[config.mk]
export PLATFORM = sky130hd
export DESIGN_NAME = tcw_queue
export DESIGN_NICKNAME = d
export VERILOG_FILES = /design/src/design/tcw_pkg.sv /design/src/design/tcw_queue.sv
export SDC_FILE = /design/constraint.sdc
export NUM_CORES = 1
export LEC_CHECK = 0
export ABC_AREA = 1
export BUFFER_PORTS_ARGS = -buffer_cell sky130_fd_sc_hd__buf_2
export CELL_PAD_IN_SITES_DETAIL_PLACEMENT = 0
export CELL_PAD_IN_SITES_GLOBAL_PLACEMENT = 1
export CORE_UTILIZATION = 40
export DETAILED_ROUTE_END_ITERATION = 6
export HOLD_SLACK_MARGIN = 0.06
export PLACE_DENSITY = 0.81
export REMOVE_ABC_BUFFERS = 1
export SETUP_SLACK_MARGIN = 0.15
export SLEW_MARGIN = 40
export SYNTH_ARGS = -nofsm -noshare
export SYNTH_HDL_FRONTEND = slang
export SYNTH_SLANG_ARGS = --single-unit
[constraint.sdc]
create_clock -name clk -period 2.8 [get_ports clk]
set_clock_uncertainty 0.05 [all_clocks]
set_input_delay 0 -clock clk [delete_from_list [all_inputs] [get_ports clk]]
set_output_delay 0 -clock clk [all_outputs]
set_load 0.02 [all_outputs]
[src/design/tcw_pkg.sv]
// ----------------------------------------------------------------------------
// Text console package
// Shared geometry, character codes, command codes and item types of the text
// console character writer.
// ----------------------------------------------------------------------------
package tcw_pkg;

	localparam int COLUMNS  = 80;
	localparam int ROWS     = 25;
	localparam int TAB_STOP = 8;
	localparam int CELLS    = COLUMNS * ROWS;
	localparam int LAST_ROW_BASE = CELLS - COLUMNS;

	localparam int COL_W    = $clog2(COLUMNS);
	localparam int COLX_W   = $clog2(COLUMNS + TAB_STOP);
	localparam int ROW_W    = $clog2(ROWS);
	localparam int ROWX_W   = $clog2(ROWS + 1);
	localparam int ADDR_W   = $clog2(CELLS);
	localparam int OFFSET_W = 11;

	localparam int QDEPTH   = 2;
	localparam int QPTR_W   = $clog2(QDEPTH);
	localparam int QCNT_W   = $clog2(QDEPTH + 1);

	localparam logic [7:0] CH_TAB   = 8'h09;
	localparam logic [7:0] CH_CR    = 8'h0D;
	localparam logic [7:0] CH_LF    = 8'h0A;
	localparam logic [7:0] CH_BS    = 8'h08;
	localparam logic [7:0] CH_NUL   = 8'h00;
	localparam logic [7:0] CH_SPACE = 8'h20;
	localparam logic [7:0] ATTR_RESET = 8'h0F;

	localparam logic [1:0] CMD_PUT    = 2'd0;
	localparam logic [1:0] CMD_PUT_AT = 2'd1;
	localparam logic [1:0] CMD_READ   = 2'd2;
	localparam logic [1:0] CMD_CLEAR  = 2'd3;

	typedef enum logic [2:0] {
		OP_PRINT,
		OP_TAB,
		OP_CR,
		OP_LF,
		OP_BS,
		OP_NUL,
		OP_READ,
		OP_CLEAR
	} op_t;

	typedef struct packed {
		logic [1:0] cmd;
		logic [7:0] char_code;
		logic [6:0] target_col;
		logic [4:0] target_row;
	} in_item_t;

	typedef struct packed {
		logic [OFFSET_W-1:0] cursor_pos;
		logic [7:0]          read_char;
		logic [7:0]          read_attr;
		logic                scrolled;
	} out_item_t;

	typedef struct packed {
		op_t              op;
		logic             set_pos;
		logic [7:0]       ch;
		logic [COL_W-1:0] col;
		logic [ROW_W-1:0] row;
	} back_cmd_t;

endpackage

[src/design/tcw_queue.sv]
// ----------------------------------------------------------------------------
// Text console command queue
// Short first-in first-out queue of decoded operations between the front end
// and the back end.
// ----------------------------------------------------------------------------
module tcw_queue (
	input  logic               clk,
	input  logic               arst_n,
	input  logic               wr_en,
	input  tcw_pkg::back_cmd_t wr_data,
	output logic               full,
	input  logic               rd_en,
	output tcw_pkg::back_cmd_t rd_data,
	output logic               empty
);
	import tcw_pkg::*;

	back_cmd_t          slots_q [QDEPTH];
	logic [QPTR_W-1:0]  wr_ptr_q;
	logic [QPTR_W-1:0]  rd_ptr_q;
	logic [QCNT_W-1:0]  count_q;
	logic               do_wr;
	logic               do_rd;

	assign full    = (count_q == QCNT_W'(QDEPTH));
	assign empty   = (count_q == '0);
	assign do_wr   = wr_en & ~full;
	assign do_rd   = rd_en & ~empty;
	assign rd_data = slots_q[rd_ptr_q];

	always_ff @(posedge clk) begin
		if (do_wr) begin
			slots_q[wr_ptr_q] <= wr_data;
		end
	end

	always_ff @(posedge clk or negedge arst_n) begin
		if (!arst_n) begin
			wr_ptr_q <= '0;
			rd_ptr_q <= '0;
			count_q  <= '0;
		end else begin
			if (do_wr) begin
				wr_ptr_q <= (int'(wr_ptr_q) == QDEPTH - 1) ? '0 : wr_ptr_q + 1'b1;
			end
			if (do_rd) begin
				rd_ptr_q <= (int'(rd_ptr_q) == QDEPTH - 1) ? '0 : rd_ptr_q + 1'b1;
			end
			if (do_wr && !do_rd) begin
				count_q <= count_q + 1'b1;
			end else if (do_rd && !do_wr) begin
				count_q <= count_q - 1'b1;
			end
		end
	end

endmodule

# Word-level counts from Yosys, hierarchy flattened
# Memories as Yosys holds them, arrays and structs flattened.
# Cells that the tools add are included.
# totals
inputBits	28
out_inout_bits	26
n_memories	1
elab_cells	25
ff_bits	4
mem_bits_rw	48
# classes
n_reduce_logical	6
add_sub_neg	4
n_mux	6
bitwise_logic	4
n_eq_ne	1
# memory_table
name	depth	width	read_ports	rd_clocked_by_memory_dff	write_ports	line_no	rtl
slots_q	2	24	1	0	1	tcw_queue.sv:18	back_cmd_t slots_q [QDEPTH];
# ops
op	count
$mux W1	4
$mux W2	2
$add A1 B1 Y1 const B	2
$add A2 B1 Y2 const B	1
$and A1 B1 Y1	2
$eq A2 B2 Y1 const B	1
$logic_and A1 B1 Y1	2
$logic_not A1 Y1	2
$logic_not A2 Y1	1
$not A1 Y1	2
$reduce_bool A2 Y1	1
$sub A2 B1 Y2 const B	1

# Logic depth before layout (Yosys ltp)
# logic_depth
ltp_word	7
ltp_mapped	9

# Least setup slack after synthesis
# OpenSTA, ideal clock, no wires.
# synth_path
path_kind	register to register
from	register count_q[1]
to	memory slots_q[1][0] (netlist bit), enable pin
stages_incl_launch_ff	4
synth_period_minus_slack_ns	2.066
path_buffers	0
arrival_ns	1.611
path_slack_ns	0.734
setup_ns	0.405
cell_sequence	dfrtp_1 -> inv_1 -> o21ai_0 -> nor2_1
# synth_between
elab_chain_len	5
# synth_rtl
item	line_no	rtl
from (decl)	tcw_queue.sv:21	logic [QCNT_W-1:0] count_q;
from (signal assigned)	tcw_queue.sv:50	count_q <= count_q + 1'b1;
from (signal assigned)	tcw_queue.sv:52	count_q <= count_q - 1'b1;
$eq A2 B2 Y1	tcw_queue.sv:25	assign full = (count_q == QCNT_W'(QDEPTH));
$not A1 Y1	tcw_queue.sv:27	assign do_wr = wr_en & ~full;
$and A1 B1 Y1	tcw_queue.sv:27	
$mux W1	tcw_queue.sv:32	if (do_wr) begin
$mux W1 (implied by the code)	tcw_queue.sv:33	slots_q[wr_ptr_q] <= wr_data;
to (decl)	tcw_queue.sv:18	
# Every way passes these cells.

# Final worst setup path
# layout_path
from	register count_q[1]
to	memory slots_q[0][10] (netlist bit), enable pin
# layout_between
elab_chain_len	5
# layout_rtl
item	line_no	rtl
$eq A2 B2 Y1	tcw_queue.sv:25	
$not A1 Y1	tcw_queue.sv:27	
$and A1 B1 Y1	tcw_queue.sv:27	
net do_wr	tcw_queue.sv:22	logic do_wr;
$mux W1	tcw_queue.sv:32	
$mux W1 (implied by the code)	tcw_queue.sv:33	
# The timed path passes the listed nets, and every way through them passes these cells.

==> impl_metrics.ini <==
[run_status]
outcome = complete, no violations

[sta]
finalHoldViolCount = 0
fin_crit_ns = 1.543
fmax_mhz = 648.1
tightest_slew_ns = 0.4408
maxSlewViolCount = 0
rsz0062_at_grt = no
slew_headroom = 0.7057
finalCritPeriodShare = 0.5510
fin_setup_tns_ns = 0
setup_violations = 0

[power_and_ir_drop]
p_leak_nw = 1.185
irDropWorstVdd_v = 0.0006444
power.density_mw_per_mm2 = 946.4
power.total_mw = 2.534

[critical_path]
crit_required_ns = 2.72
critPathLaunchType = flip-flop
crit_type = reg -> reg
cp.arrival_ns = 1.47
r2r-end = slots_q[0][10]
path_max_fanout = 24
endpoint_kind = flip-flop
timing.rr.start = count_q[1]
rr_worst_depth = 6
reg2reg_slack_ns = 1.26

[detailed_routing]
ant_nets = 0
via_per_inst = 4.319
wl_per_cell_um = 11.69
drt_pass1_iterations = 4
drc = 0
via_count = 1339
drt_iter0_markers = 99
wl_um = 3625

[placement]
dp_hpwl_um = 2253
portBuffers = 53
place.gp.congestion = 0.6713

[clocking]
clk_latency_ns = 0.30
cts.reportedPaths.clkPinSlew_ns = 0.08
cts_buffers = 5
cts.repair.resized = 0
clockRootBuffer = clkbuf_8
htree_levels = 2
cts_tree = done
clock-sinks = 52
clk_path_buf_depth = 2

[min_path]
holdPathStages = 2
min_to = slots_q[1][4]
hold_start = wr_data[4]
min_path_type = in -> reg

[layout]
layout-drive-gt1-share = 0.2716
area_growth_pct = 34.85
fin_util = 0.5632
diodes = 0
fin_nets = 272

[die]
start_util = 0.4176
die_area_mm2 = 0.005250
std_cell_rows = 25
die_height_um = 72.46
ios = 54
core_area_mm2 = 0.004755
fp.dieW_um = 72.46

[logic_synthesis]
yosysWarnings = 0
synth.yosys.seq_area_share = 0.7763
synth_cell_types = 16
synth_cells = 157
synth_area_mm2 = 0.001986
avgSynthCellArea_um2 = 12.65
ys_ff_latch = 52

[global_route]
grt_max_degree = 26
grt_pass1_vias = 1297
grt.total_usage = 0.1554
overflow = 0
grt_antenna_before_repair = 0
grt_pass1_wl_um = 5975

[flow_run]
cap_violations = 0
==> power by group <==
group / switching, mW / internal, mW / total (mW) / leakage, nW
logic: 0.707 / 0.318 / 1.02 / 0.650
registers: 0.0590 / 1.06 / 1.12 / 0.495
clock network: 0.217 / 0.170 / 0.387 / 0.0410
total: 0.983 / 1.55 / 2.53 / 1.19
==> what timing repair did <==
item | in CTS | in global routing
endpoints found under the hold margin | 54 | 0
hold buffers | 28 | 0
buffers inserted | 0 | 0
==> cells by family (layout without fill, tap and decap cells) <==
| family | after synthesis | in the layout | share of synthesized area |
|---|---|---|---|
| compound gates | 2 | 2 | 0.005041 |
| xor+xnor | 1 | 1 | 0.004412 |
| fa+ha+maj | 1 | 1 | 0.006300 |
| buf+inv | 13 | 99 | 0.03529 |
| flops | 52 | 52 | 0.7763 |
| simple gates | 88 | 88 | 0.1727 |
==> metrics by stage <==
stage	hold WS (ns)	instance area [um2]	worst slack (ns)	std cells
after global placement	-0.2361	2320	1.325	275
after floorplan	-0.3456	1946	0.7343	152
after CTS	0.3587	2678	1.236	310
final	0.3706	2678	1.257	310
after global routing	0.3754	2678	1.135	310
after detailed placement	-0.2354	2320	1.257	275
==> critical path: stages (launching register included) <==
cell	delay [ns]
dfrtp_1	0.42
inv_1	0.12
nor2_2	0.06
nor2_2	0.13
nand2_1	0.08
inv_1	0.05
buf_4	0.31
==> synth_stat cells <==
cell type | count | area share
ha_1 | 1 | 0.0063
nor2_2 | 2 | 0.0063
nand2_1 | 81 | 0.15
nand3_1 | 1 | 0.0025
dfrtp_1 | 4 | 0.050
buf_4 | 1 | 0.0038
nand4_1 | 1 | 0.0032
o21ai_0 | 2 | 0.0050
nand3b_1 | 1 | 0.0038
buf_6 | 2 | 0.011
inv_2 | 1 | 0.0019
xnor2_1 | 1 | 0.0044
nor2_1 | 2 | 0.0038
buf_2 | 2 | 0.0050
edfxtp_1 | 48 | 0.73
inv_1 | 7 | 0.013
==> how the worst max path moves through the flow <==
stage,slack (ns),depth (start not counted),start,endpoint
global placement,1.33,6,count_q[1],slots_q[0][12]
floorplan,0.73,3,count_q[1],slots_q[1][0]
detailed placement,1.26,6,count_q[1],slots_q[0][12]
finish,1.26,6,count_q[1],slots_q[0][10]
global route,1.14,6,count_q[1],slots_q[0][10]
CTS,1.24,6,count_q[1],slots_q[0][10]
==> cell type report <==
type,instances,area [um2]
Inverter,8,30.03
Tap cell,67,83.83
Sequential cell,52,1541
Clock inverter,1,5.005
Clock buffer,6,72.57
Fill cell,432,2077
Timing Repair Buffer,84,568.0
Multi-Input combinational cell,92,376.6
==> state kept, by name (all words and copies together) (netlist names) <==
register and flops:
wr_ptr_q 1, rd_ptr_q 1, count_q 2, slots_q 48
==> metal layers <==
layer / track usage / wire (um) / up-vias
met5: 0 / 0 / -
met4: 0.05229 / 49 / 0
met3: 0.04167 / 182 / 6
met2: 0.2596 / 1727 / 41
met1: 0.1966 / 1666 / 608
li1: - / - / 684
==> cell usage in the layout, fill, tap and decap left out <==
cell,synthesis,layout
nand2_1,81,81
clkbuf_1,0,1
edfxtp_1,48,48
nor2_1,2,1
nand3b_1,1,1
nor2_2,2,3
nand3_1,1,1
nand4_1,1,1
buf_4,1,3
inv_2,1,1
ha_1,1,1
o21ai_0,2,2
dlygate4sd3_1,0,28
inv_1,7,7
dfrtp_1,4,4
clkinv_2,0,1
xnor2_1,1,1
buf_2,2,53
clkbuf_8,0,5
Note: power is estimated with default switching activity, not from simulation.
