[config.mk]
export PLATFORM = sky130hd
export DESIGN_NAME = tcw_front
export DESIGN_NICKNAME = d
export VERILOG_FILES = /design/src/design/tcw_pkg.sv /design/src/design/tcw_front.sv
export SDC_FILE = /design/constraint.sdc
export NUM_CORES = 1
export LEC_CHECK = 0
export CORE_AREA = 3 3 40 42
export DETAILED_ROUTE_END_ITERATION = 8
export DIE_AREA = 0 0 43 45
export DONT_BUFFER_PORTS = 1
export GPL_TIMING_DRIVEN = 1
export MAX_ROUTING_LAYER = met4
export SLEW_MARGIN = 20
export SYNTH_ARGS = -nofsm -noshare
export SYNTH_HDL_FRONTEND = slang
export SYNTH_SLANG_ARGS = --single-unit
[constraint.sdc]
create_clock -name vclk -period 1.41
set_input_delay 0.0705 -clock vclk [all_inputs]
set_output_delay 0.0705 -clock vclk [all_outputs]
set_load 0.005 [all_outputs]
[src/design/tcw_pkg.sv]
// ----------------------------------------------------------------------------
// Text console package
// Shared geometry, character codes, command codes and item types of the text
// console character writer.
// ----------------------------------------------------------------------------
package tcw_pkg;

	localparam int COLUMNS  = 80;
	localparam int ROWS     = 25;
	localparam int TAB_STOP = 8;
	localparam int CELLS    = COLUMNS * ROWS;
	localparam int LAST_ROW_BASE = CELLS - COLUMNS;

	localparam int COL_W    = $clog2(COLUMNS);
	localparam int COLX_W   = $clog2(COLUMNS + TAB_STOP);
	localparam int ROW_W    = $clog2(ROWS);
	localparam int ROWX_W   = $clog2(ROWS + 1);
	localparam int ADDR_W   = $clog2(CELLS);
	localparam int OFFSET_W = 11;

	localparam int QDEPTH   = 2;
	localparam int QPTR_W   = $clog2(QDEPTH);
	localparam int QCNT_W   = $clog2(QDEPTH + 1);

	localparam logic [7:0] CH_TAB   = 8'h09;
	localparam logic [7:0] CH_CR    = 8'h0D;
	localparam logic [7:0] CH_LF    = 8'h0A;
	localparam logic [7:0] CH_BS    = 8'h08;
	localparam logic [7:0] CH_NUL   = 8'h00;
	localparam logic [7:0] CH_SPACE = 8'h20;
	localparam logic [7:0] ATTR_RESET = 8'h0F;

	localparam logic [1:0] CMD_PUT    = 2'd0;
	localparam logic [1:0] CMD_PUT_AT = 2'd1;
	localparam logic [1:0] CMD_READ   = 2'd2;
	localparam logic [1:0] CMD_CLEAR  = 2'd3;

	typedef enum logic [2:0] {
		OP_PRINT,
		OP_TAB,
		OP_CR,
		OP_LF,
		OP_BS,
		OP_NUL,
		OP_READ,
		OP_CLEAR
	} op_t;

	typedef struct packed {
		logic [1:0] cmd;
		logic [7:0] char_code;
		logic [6:0] target_col;
		logic [4:0] target_row;
	} in_item_t;

	typedef struct packed {
		logic [OFFSET_W-1:0] cursor_pos;
		logic [7:0]          read_char;
		logic [7:0]          read_attr;
		logic                scrolled;
	} out_item_t;

	typedef struct packed {
		op_t              op;
		logic             set_pos;
		logic [7:0]       ch;
		logic [COL_W-1:0] col;
		logic [ROW_W-1:0] row;
	} back_cmd_t;

endpackage

[src/design/tcw_front.sv]
// ----------------------------------------------------------------------------
// Text console front end
// Accepts input items, clamps the target cell and decodes each item into one
// back-end operation for the command queue.
// ----------------------------------------------------------------------------
module tcw_front (
	input  logic               push,
	output logic               full,
	input  tcw_pkg::in_item_t  in_item,
	input  logic               q_full,
	output logic               q_push,
	output tcw_pkg::back_cmd_t q_data
);
	import tcw_pkg::*;

	op_t char_op;

	always_comb begin
		case (in_item.char_code)
			CH_TAB:  char_op = OP_TAB;
			CH_CR:   char_op = OP_CR;
			CH_LF:   char_op = OP_LF;
			CH_BS:   char_op = OP_BS;
			CH_NUL:  char_op = OP_NUL;
			default: char_op = OP_PRINT;
		endcase
	end

	always_comb begin
		q_data.ch      = in_item.char_code;
		q_data.set_pos = (in_item.cmd == CMD_PUT_AT);
		if (int'(in_item.target_col) >= COLUMNS) begin
			q_data.col = COL_W'(COLUMNS - 1);
		end else begin
			q_data.col = in_item.target_col[COL_W-1:0];
		end
		if (int'(in_item.target_row) >= ROWS) begin
			q_data.row = ROW_W'(ROWS - 1);
		end else begin
			q_data.row = in_item.target_row[ROW_W-1:0];
		end
		case (in_item.cmd)
			CMD_PUT, CMD_PUT_AT: q_data.op = char_op;
			CMD_READ:            q_data.op = OP_READ;
			CMD_CLEAR:           q_data.op = OP_CLEAR;
			default:             q_data.op = OP_NUL;
		endcase
	end

	assign full   = q_full;
	assign q_push = push & ~q_full;

endmodule

# [Yosys cells after proc, flatten, opt, wreduce, memory -nomap -nowiden]
# Cells that the tools add are included.
[totals] ff_bits=0 input_bits=24 output_inout_bits=26 word_cells=18
[classes] order_cmp=2 eq_ne=7 n_mux=4 n_bitwise=2 n_reduce_logical=3
[op_table] op="$eq A8 B4 Y1 const B" count=4
[op_table] op="$pmux W3 S5" count=1
[op_table] op="$pmux W3 S3" count=1
[op_table] op="$logic_not A8 Y1" count=1
[op_table] op="$ge A7 B7 Y1 const B" count=1
[op_table] op="$mux W7" count=1
[op_table] op="$ge A5 B5 Y1 const B" count=1
[op_table] op="$mux W5" count=1
[op_table] op="$eq A2 B2 Y1 const B" count=2
[op_table] op="$eq A2 B1 Y1 const B" count=1
[op_table] op="$logic_not A2 Y1" count=1
[op_table] op="$reduce_or A2 Y1" count=1
[op_table] op="$and A1 B1 Y1" count=1
[op_table] op="$not A1 Y1" count=1

# [Depth between registers and ports, before layout]
# Gate-level depths: netlist (run 1).
[depth] depth_word=3 depth_mapped=3 ltp_nobuf=3

# [Worst setup path before layout (run 1)]
# No wires, ideal clock.
[synth_timing] path_type="input to output" start="input port in_item[17] (netlist bit)" end="output port q_data[21] (netlist bit)" arrival_time_ps=563 t_required_ps=1340 setup_slack_ps=776 cell_stages=3 path_buffers=0 path_cell_list="nor4_4 -> nand2_1 -> o21ai_1"
[synth_rtl] item="start: declaration" line_no="tcw_front.sv:9" rtl="input tcw_pkg::in_item_t in_item,"
[synth_rtl] item="end: declaration" line_no="tcw_front.sv:12" rtl="output tcw_pkg::back_cmd_t q_data"

==> impl_metrics.json, run 1 <==
{
  "ir_drop_v": 0.00002642,
  "globalRouteOverflowTotal": 0,
  "place_ws_ns": 0.7370,
  "yosysWarnings": 0,
  "drive_above_1_share_pct": 11.11,
  "ant_nets": 0,
  "cts_setup_buffers": 0,
  "critPathMaxFanout": 3,
  "cts_hold_buf": 0,
  "busiest_layer": "met2",
  "clkbuf_count": 0,
  "fmax_mhz": 1503,
  "detail_route.wl_per_cell_um": 13.19,
  "path_cells": "nor4_4, nand2_1, o21ai_1",
  "synth_area_um2": 251.5,
  "die_h_um": 45,
  "outcome": "finished clean",
  "globalRouteTotalUtil_pct": 4.611,
  "route.vias.total": 202,
  "cts_resized": 0,
  "use_met1_pct": 5.476,
  "ys_types": 15,
  "holdCritPathClass": "in -> out",
  "cp.arrival_ns": 0.59,
  "criticalPathCategory": "in -> out",
  "grt_pass1_vias": 139,
  "mostFrequentLayoutCell": "nand2b_1",
  "critical_path.startpoint": "in_item[17]",
  "row_count": 13,
  "detailed_place_hpwl_um": 528,
  "synth_nets": 63,
  "period_needed_ns": 0.6653,
  "leakage_nw": 0.06012,
  "fin_cells": 42,
  "cp.required_ns": 1.34,
  "seq_cell_count": 0,
  "io_buffers": 0,
  "drv_cap": 0,
  "max_stage_delay_ns": 0.29,
  "setup_ws_ns": 0.7447,
  "grtUsageMet3_pct": 1.992,
  "period_share_pct": 47.18,
  "core-area_mm2": 0.001285,
  "holdPathStages": 0,
  "drtIter0Drc": 0,
  "grt_pass1_wl_um": 717,
  "regArea_um2": 0,
  "final_cell_mix": "nand2b_1, nor2b_1, nand2_1",
  "drc_errors": 0,
  "relSlewSlack_pct": 82.77,
  "die_x_um": 43,
  "seq_area_frac_synth_pct": 0,
  "cp_slowest_cell": "nor4_4",
  "syn-instance-count": 39,
  "setup_violations": 0,
  "rsz0062_at_grt": "false",
  "nets": 53,
  "grtUsageMet2_pct": 7.784,
  "place_congestion": 0.5642,
  "ioPinCount": 50,
  "fill_cells": 147,
  "antenna_found_initial": 0,
  "worst_hold_slack_ns": 0.1410,
  "report.final.slew_viol_count": 0,
  "end_kind": "output pin",
  "routed_wl_um": 554,
  "worstSetupEndpoint": "q_data[21]",
  "vias_per_cell": 4.810,
  "post-route-util_pct": 14.90,
  "cp-start-kind": "input port",
  "first_pass_iters": 1,
  "avgSynthCellArea_um2": 6.448,
  "grt_max_degree": 7,
  "die_area_mm2": 0.001935,
  "power.density_mw_per_mm2": 198.9,
  "setup_tns_ns": 0,
  "area_growth_pct": -23.88,
  "tightest_slew_ns": 0.2567,
  "hold_viol": 0,
  "place_inst": 42,
  "start_util_pct": 19.57,
  "n_antenna_cell": 0
}
==> Yosys cell counts (all sizes together) <==
library cell  count  area, um2
a21o              1      8.760
nor2              1      3.750
xor2              1      8.760
nor4              1      21.27
nand2b            5      31.28
and2              3      18.77
o21ai             2      10.01
nor2b             4      25.02
a31o              1      8.760
nand2             4      15.01
o22ai             1      6.260
buf               9      67.56
nor3              2      10.01
clkbuf            3      11.26
a21oi             1      5.000
==> cells by family (layout without fill, tap and decap cells) <==
family | Yosys count | after routing | synth area share, %
buffers and inverters | 12 | 0 | 31.34
and+or+nand+nor | 20 | 20 | 49.75
xor gates and xnor gates | 1 | 1 | 3.483
AOI/OAI and AO/OA | 6 | 6 | 15.42
==> per-stage QoR <==
stage | instance area, um2 | power, mW
CTS | 191.4 | 0.03920
detailed placement | 191.4 | 0.03908
finish | 191.4 | 0.03808
floorplan | 251.5 | 0.05881
global route | 191.4 | 0.04281
global placement | 191.4 | 0.03900
==> layout make-up <==
class	instances	area, um2	share of cell area [%]
Multi-Input combinational cell	27	172.7	90.20
Tap cell	15	18.77	9.804
==> how the worst min path moves through the flow <==
| stage | start | end |
|---|---|---|
| 3_3_place_gp | in_item[19] | q_data[19] |
| 5_1_grt | in_item[4] | q_data[4] |
| 3_5_place_dp | in_item[19] | q_data[19] |
| 2_1_floorplan | in_item[11] | q_data[10] |
| 4_1_cts | in_item[19] | q_data[19] |
| 6_report | in_item[3] | q_data[3] |
==> power breakdown <==
| group | switching (mW) | internal, mW | total (mW) |
|---|---|---|---|
| registers | 0 | 0 | 0 |
| clock network | 0 | 0 | 0 |
| logic | 0.0180 | 0.0201 | 0.0381 |
| total | 0.0180 | 0.0201 | 0.0381 |
==> metal layers <==
layer | wire, um | vias to the layer above
met1 | 150 | 91
met3 | 85 | 0
li1 | - | 94
met2 | 318 | 17
met4 | 0 | 0
met5 | 0 | -
==> worst max-delay path, delay by kind of cell <==
| kind | cells | cell delay (ns) |
|---|---|---|
| AOI/OAI and AO/OA | 1 | 0.16 |
| and+or+nand+nor | 2 | 0.37 |
Note: power is estimated with default switching activity, not from simulation.
==> inputs of run 2 (changes only) <==
--- a/config.mk
+++ b/config.mk
@@ -5,6 +5,7 @@
 export SDC_FILE = /design/constraint.sdc
 export NUM_CORES = 1
 export LEC_CHECK = 0
+export ABC_AREA = 1
 export CORE_AREA = 3 3 40 42
 export DETAILED_ROUTE_END_ITERATION = 8
 export DIE_AREA = 0 0 43 45
==> constraint.sdc (replaced) <==
create_clock -name vclk -period 0.8
set_input_delay 0.04 -clock vclk [all_inputs]
set_output_delay 0.04 -clock vclk [all_outputs]
set_load 0.005 [all_outputs]
==> run 2 against run 1 <==
  * Via count rose by 33%
  * Synthesized area rose by 15%
  * Worst setup slack got worse by 0.50 ns
  * Critical path type unchanged
  * Largest cell class unchanged
  * Highest routed layer unchanged
==> impl_metrics.json, run 2 <==
{
  "die_h_um": 45,
  "clkbuf_count": 0,
  "path_cells": "nor2_1, and2_4, nand2_1, nand2_1, nand2_1, nand2_1",
  "globalRouteOverflowTotal": 0,
  "synth_area_um2": 289.0,
  "route.vias.total": 269,
  "core-area_mm2": 0.001285,
  "cts_resized": 0,
  "routed_wl_um": 642,
  "outcome": "finished clean",
  "crit_top_cell": "nand2_1",
  "setup_violations": 0,
  "mostFrequentLayoutCell": "nand2_1",
  "first_pass_iters": 2,
  "end_kind": "output pin",
  "relSlewSlack_pct": 84.32,
  "setup_tns_ns": 0,
  "fmax_mhz": 1795,
  "syn-instance-count": 61,
  "max_stage_delay_ns": 0.16,
  "hold_viol": 0,
  "grt_max_degree": 6,
  "synth_nets": 85,
  "detailed_place_hpwl_um": 608,
  "row_count": 13,
  "criticalPathCategory": "in -> out",
  "yosysWarnings": 0,
  "fin_cells": 64,
  "cts_setup_buffers": 0,
  "cp.required_ns": 0.76,
  "report.final.slew_viol_count": 0,
  "cp-start-kind": "input port",
  "period_share_pct": 69.65,
  "die_x_um": 43,
  "yosysTopAreaCellShare_pct": 27.27,
  "n_antenna_cell": 0,
  "synth_most_common_cell": "nand2_1",
  "rsz0062_at_grt": "false",
  "hp-start": "in_item[17]",
  "crit_family": "simple AND/OR/NAND/NOR gates",
  "drtIter0Drc": 1,
  "synth_common_cells": "nand2_1, inv_1, buf_4",
  "detail_route.wl_per_cell_um": 10.03,
  "drc_errors": 0,
  "tightest_slew_ns": 0.2331,
  "holdPathStages": 0,
  "vias_per_cell": 4.203,
  "drv_cap": 0,
  "cts_hold_buf": 0,
  "avgSynthCellArea_um2": 4.738,
  "ys_types": 12,
  "area_growth_pct": -20.78,
  "critPathMaxFanout": 4,
  "ir_drop_v": 0.00005227,
  "antenna_found_initial": 0,
  "start_util_pct": 22.49,
  "cp_slowest_cell": "and2_4",
  "power.density_mw_per_mm2": 323.5,
  "globalRouteTotalUtil_pct": 5.722,
  "seq_area_frac_synth_pct": 0,
  "cp.arrival_ns": 0.52,
  "nets": 75,
  "grt_pass1_vias": 233,
  "drive_above_1_share_pct": 6.122,
  "place_congestion": 0.6080,
  "ys_top_cells_by_area": "nand2_1, buf_4, inv_1",
  "ioPinCount": 50,
  "period_needed_ns": 0.5572,
  "yosys.area.top_type": "nand2_1",
  "crit_buf_inv": 0,
  "io_buffers": 0,
  "worstHoldEndpoint": "q_data[17]",
  "ant_nets": 0,
  "holdCritPathClass": "in -> out",
  "leakage_nw": 0.1501,
  "place_inst": 64,
  "regArea_um2": 0,
  "grt_pass1_wl_um": 883,
  "seq_cell_count": 0,
  "final_cell_mix": "nand2_1, inv_1, nor2_1",
  "die_area_mm2": 0.001935
}
-- run 2: report_power, final --
part	total [mW]	leakage, nW	switching [mW]	internal (mW)
Sequential	0	0	0	0
Clock	0	0	0	0
Combinational	0.0741	0.150	0.0454	0.0286
-- run 2: per-stage QoR --
step	worst slack, ns	utilization [%]	hold WS [ns]	cell area (um2)	total power [mW]
finish	0.2428	17.82	0.08000	229.0	0.07406
global route	0.1551	17.82	0.08001	229.0	0.08694
CTS	0.2357	17.82	0.08007	229.0	0.07574
detailed placement	0.2381	17.82	0.08007	229.0	0.07543
global placement	0.2465	17.82	0.08006	229.0	0.07384
floorplan	0.2971	-	0.1111	289.0	0.1071
-- run 2: layout make-up --
cell class,count,area (um2)
Fill cell,154,1056
Inverter,12,45.04
Multi-Input combinational cell,37,165.2
Tap cell,15,18.77
-- run 2: logic make-up after synthesis --
group	Yosys count	share of synthesized area, %
compound gates	5	12.55
buf+inv	24	42.85
simple gates	32	44.59
-- run 2: worst max path at each step --
stage | startpoint | end | slack, ns | depth (start not counted)
4_1_cts | in_item[19] | q_data[21] | 0.24 | 6
5_1_grt | in_item[17] | q_data[21] | 0.16 | 6
3_3_place_gp | in_item[19] | q_data[21] | 0.25 | 6
6_report | in_item[19] | q_data[21] | 0.24 | 6
3_5_place_dp | in_item[19] | q_data[21] | 0.24 | 6
2_1_floorplan | in_item[19] | q_data[21] | 0.30 | 6
-- run 2: layer usage --
| layer | vias up | wire (um) | GRT usage (%) |
|---|---|---|---|
| li1 | 141 | - | - |
| met1 | 115 | 210 | 7.381 |
| met2 | 13 | 366 | 9.880 |
| met3 | 0 | 66 | 0.7968 |
| met4 | 0 | 0 | 0.6024 |
| met5 | - | 0 | - |
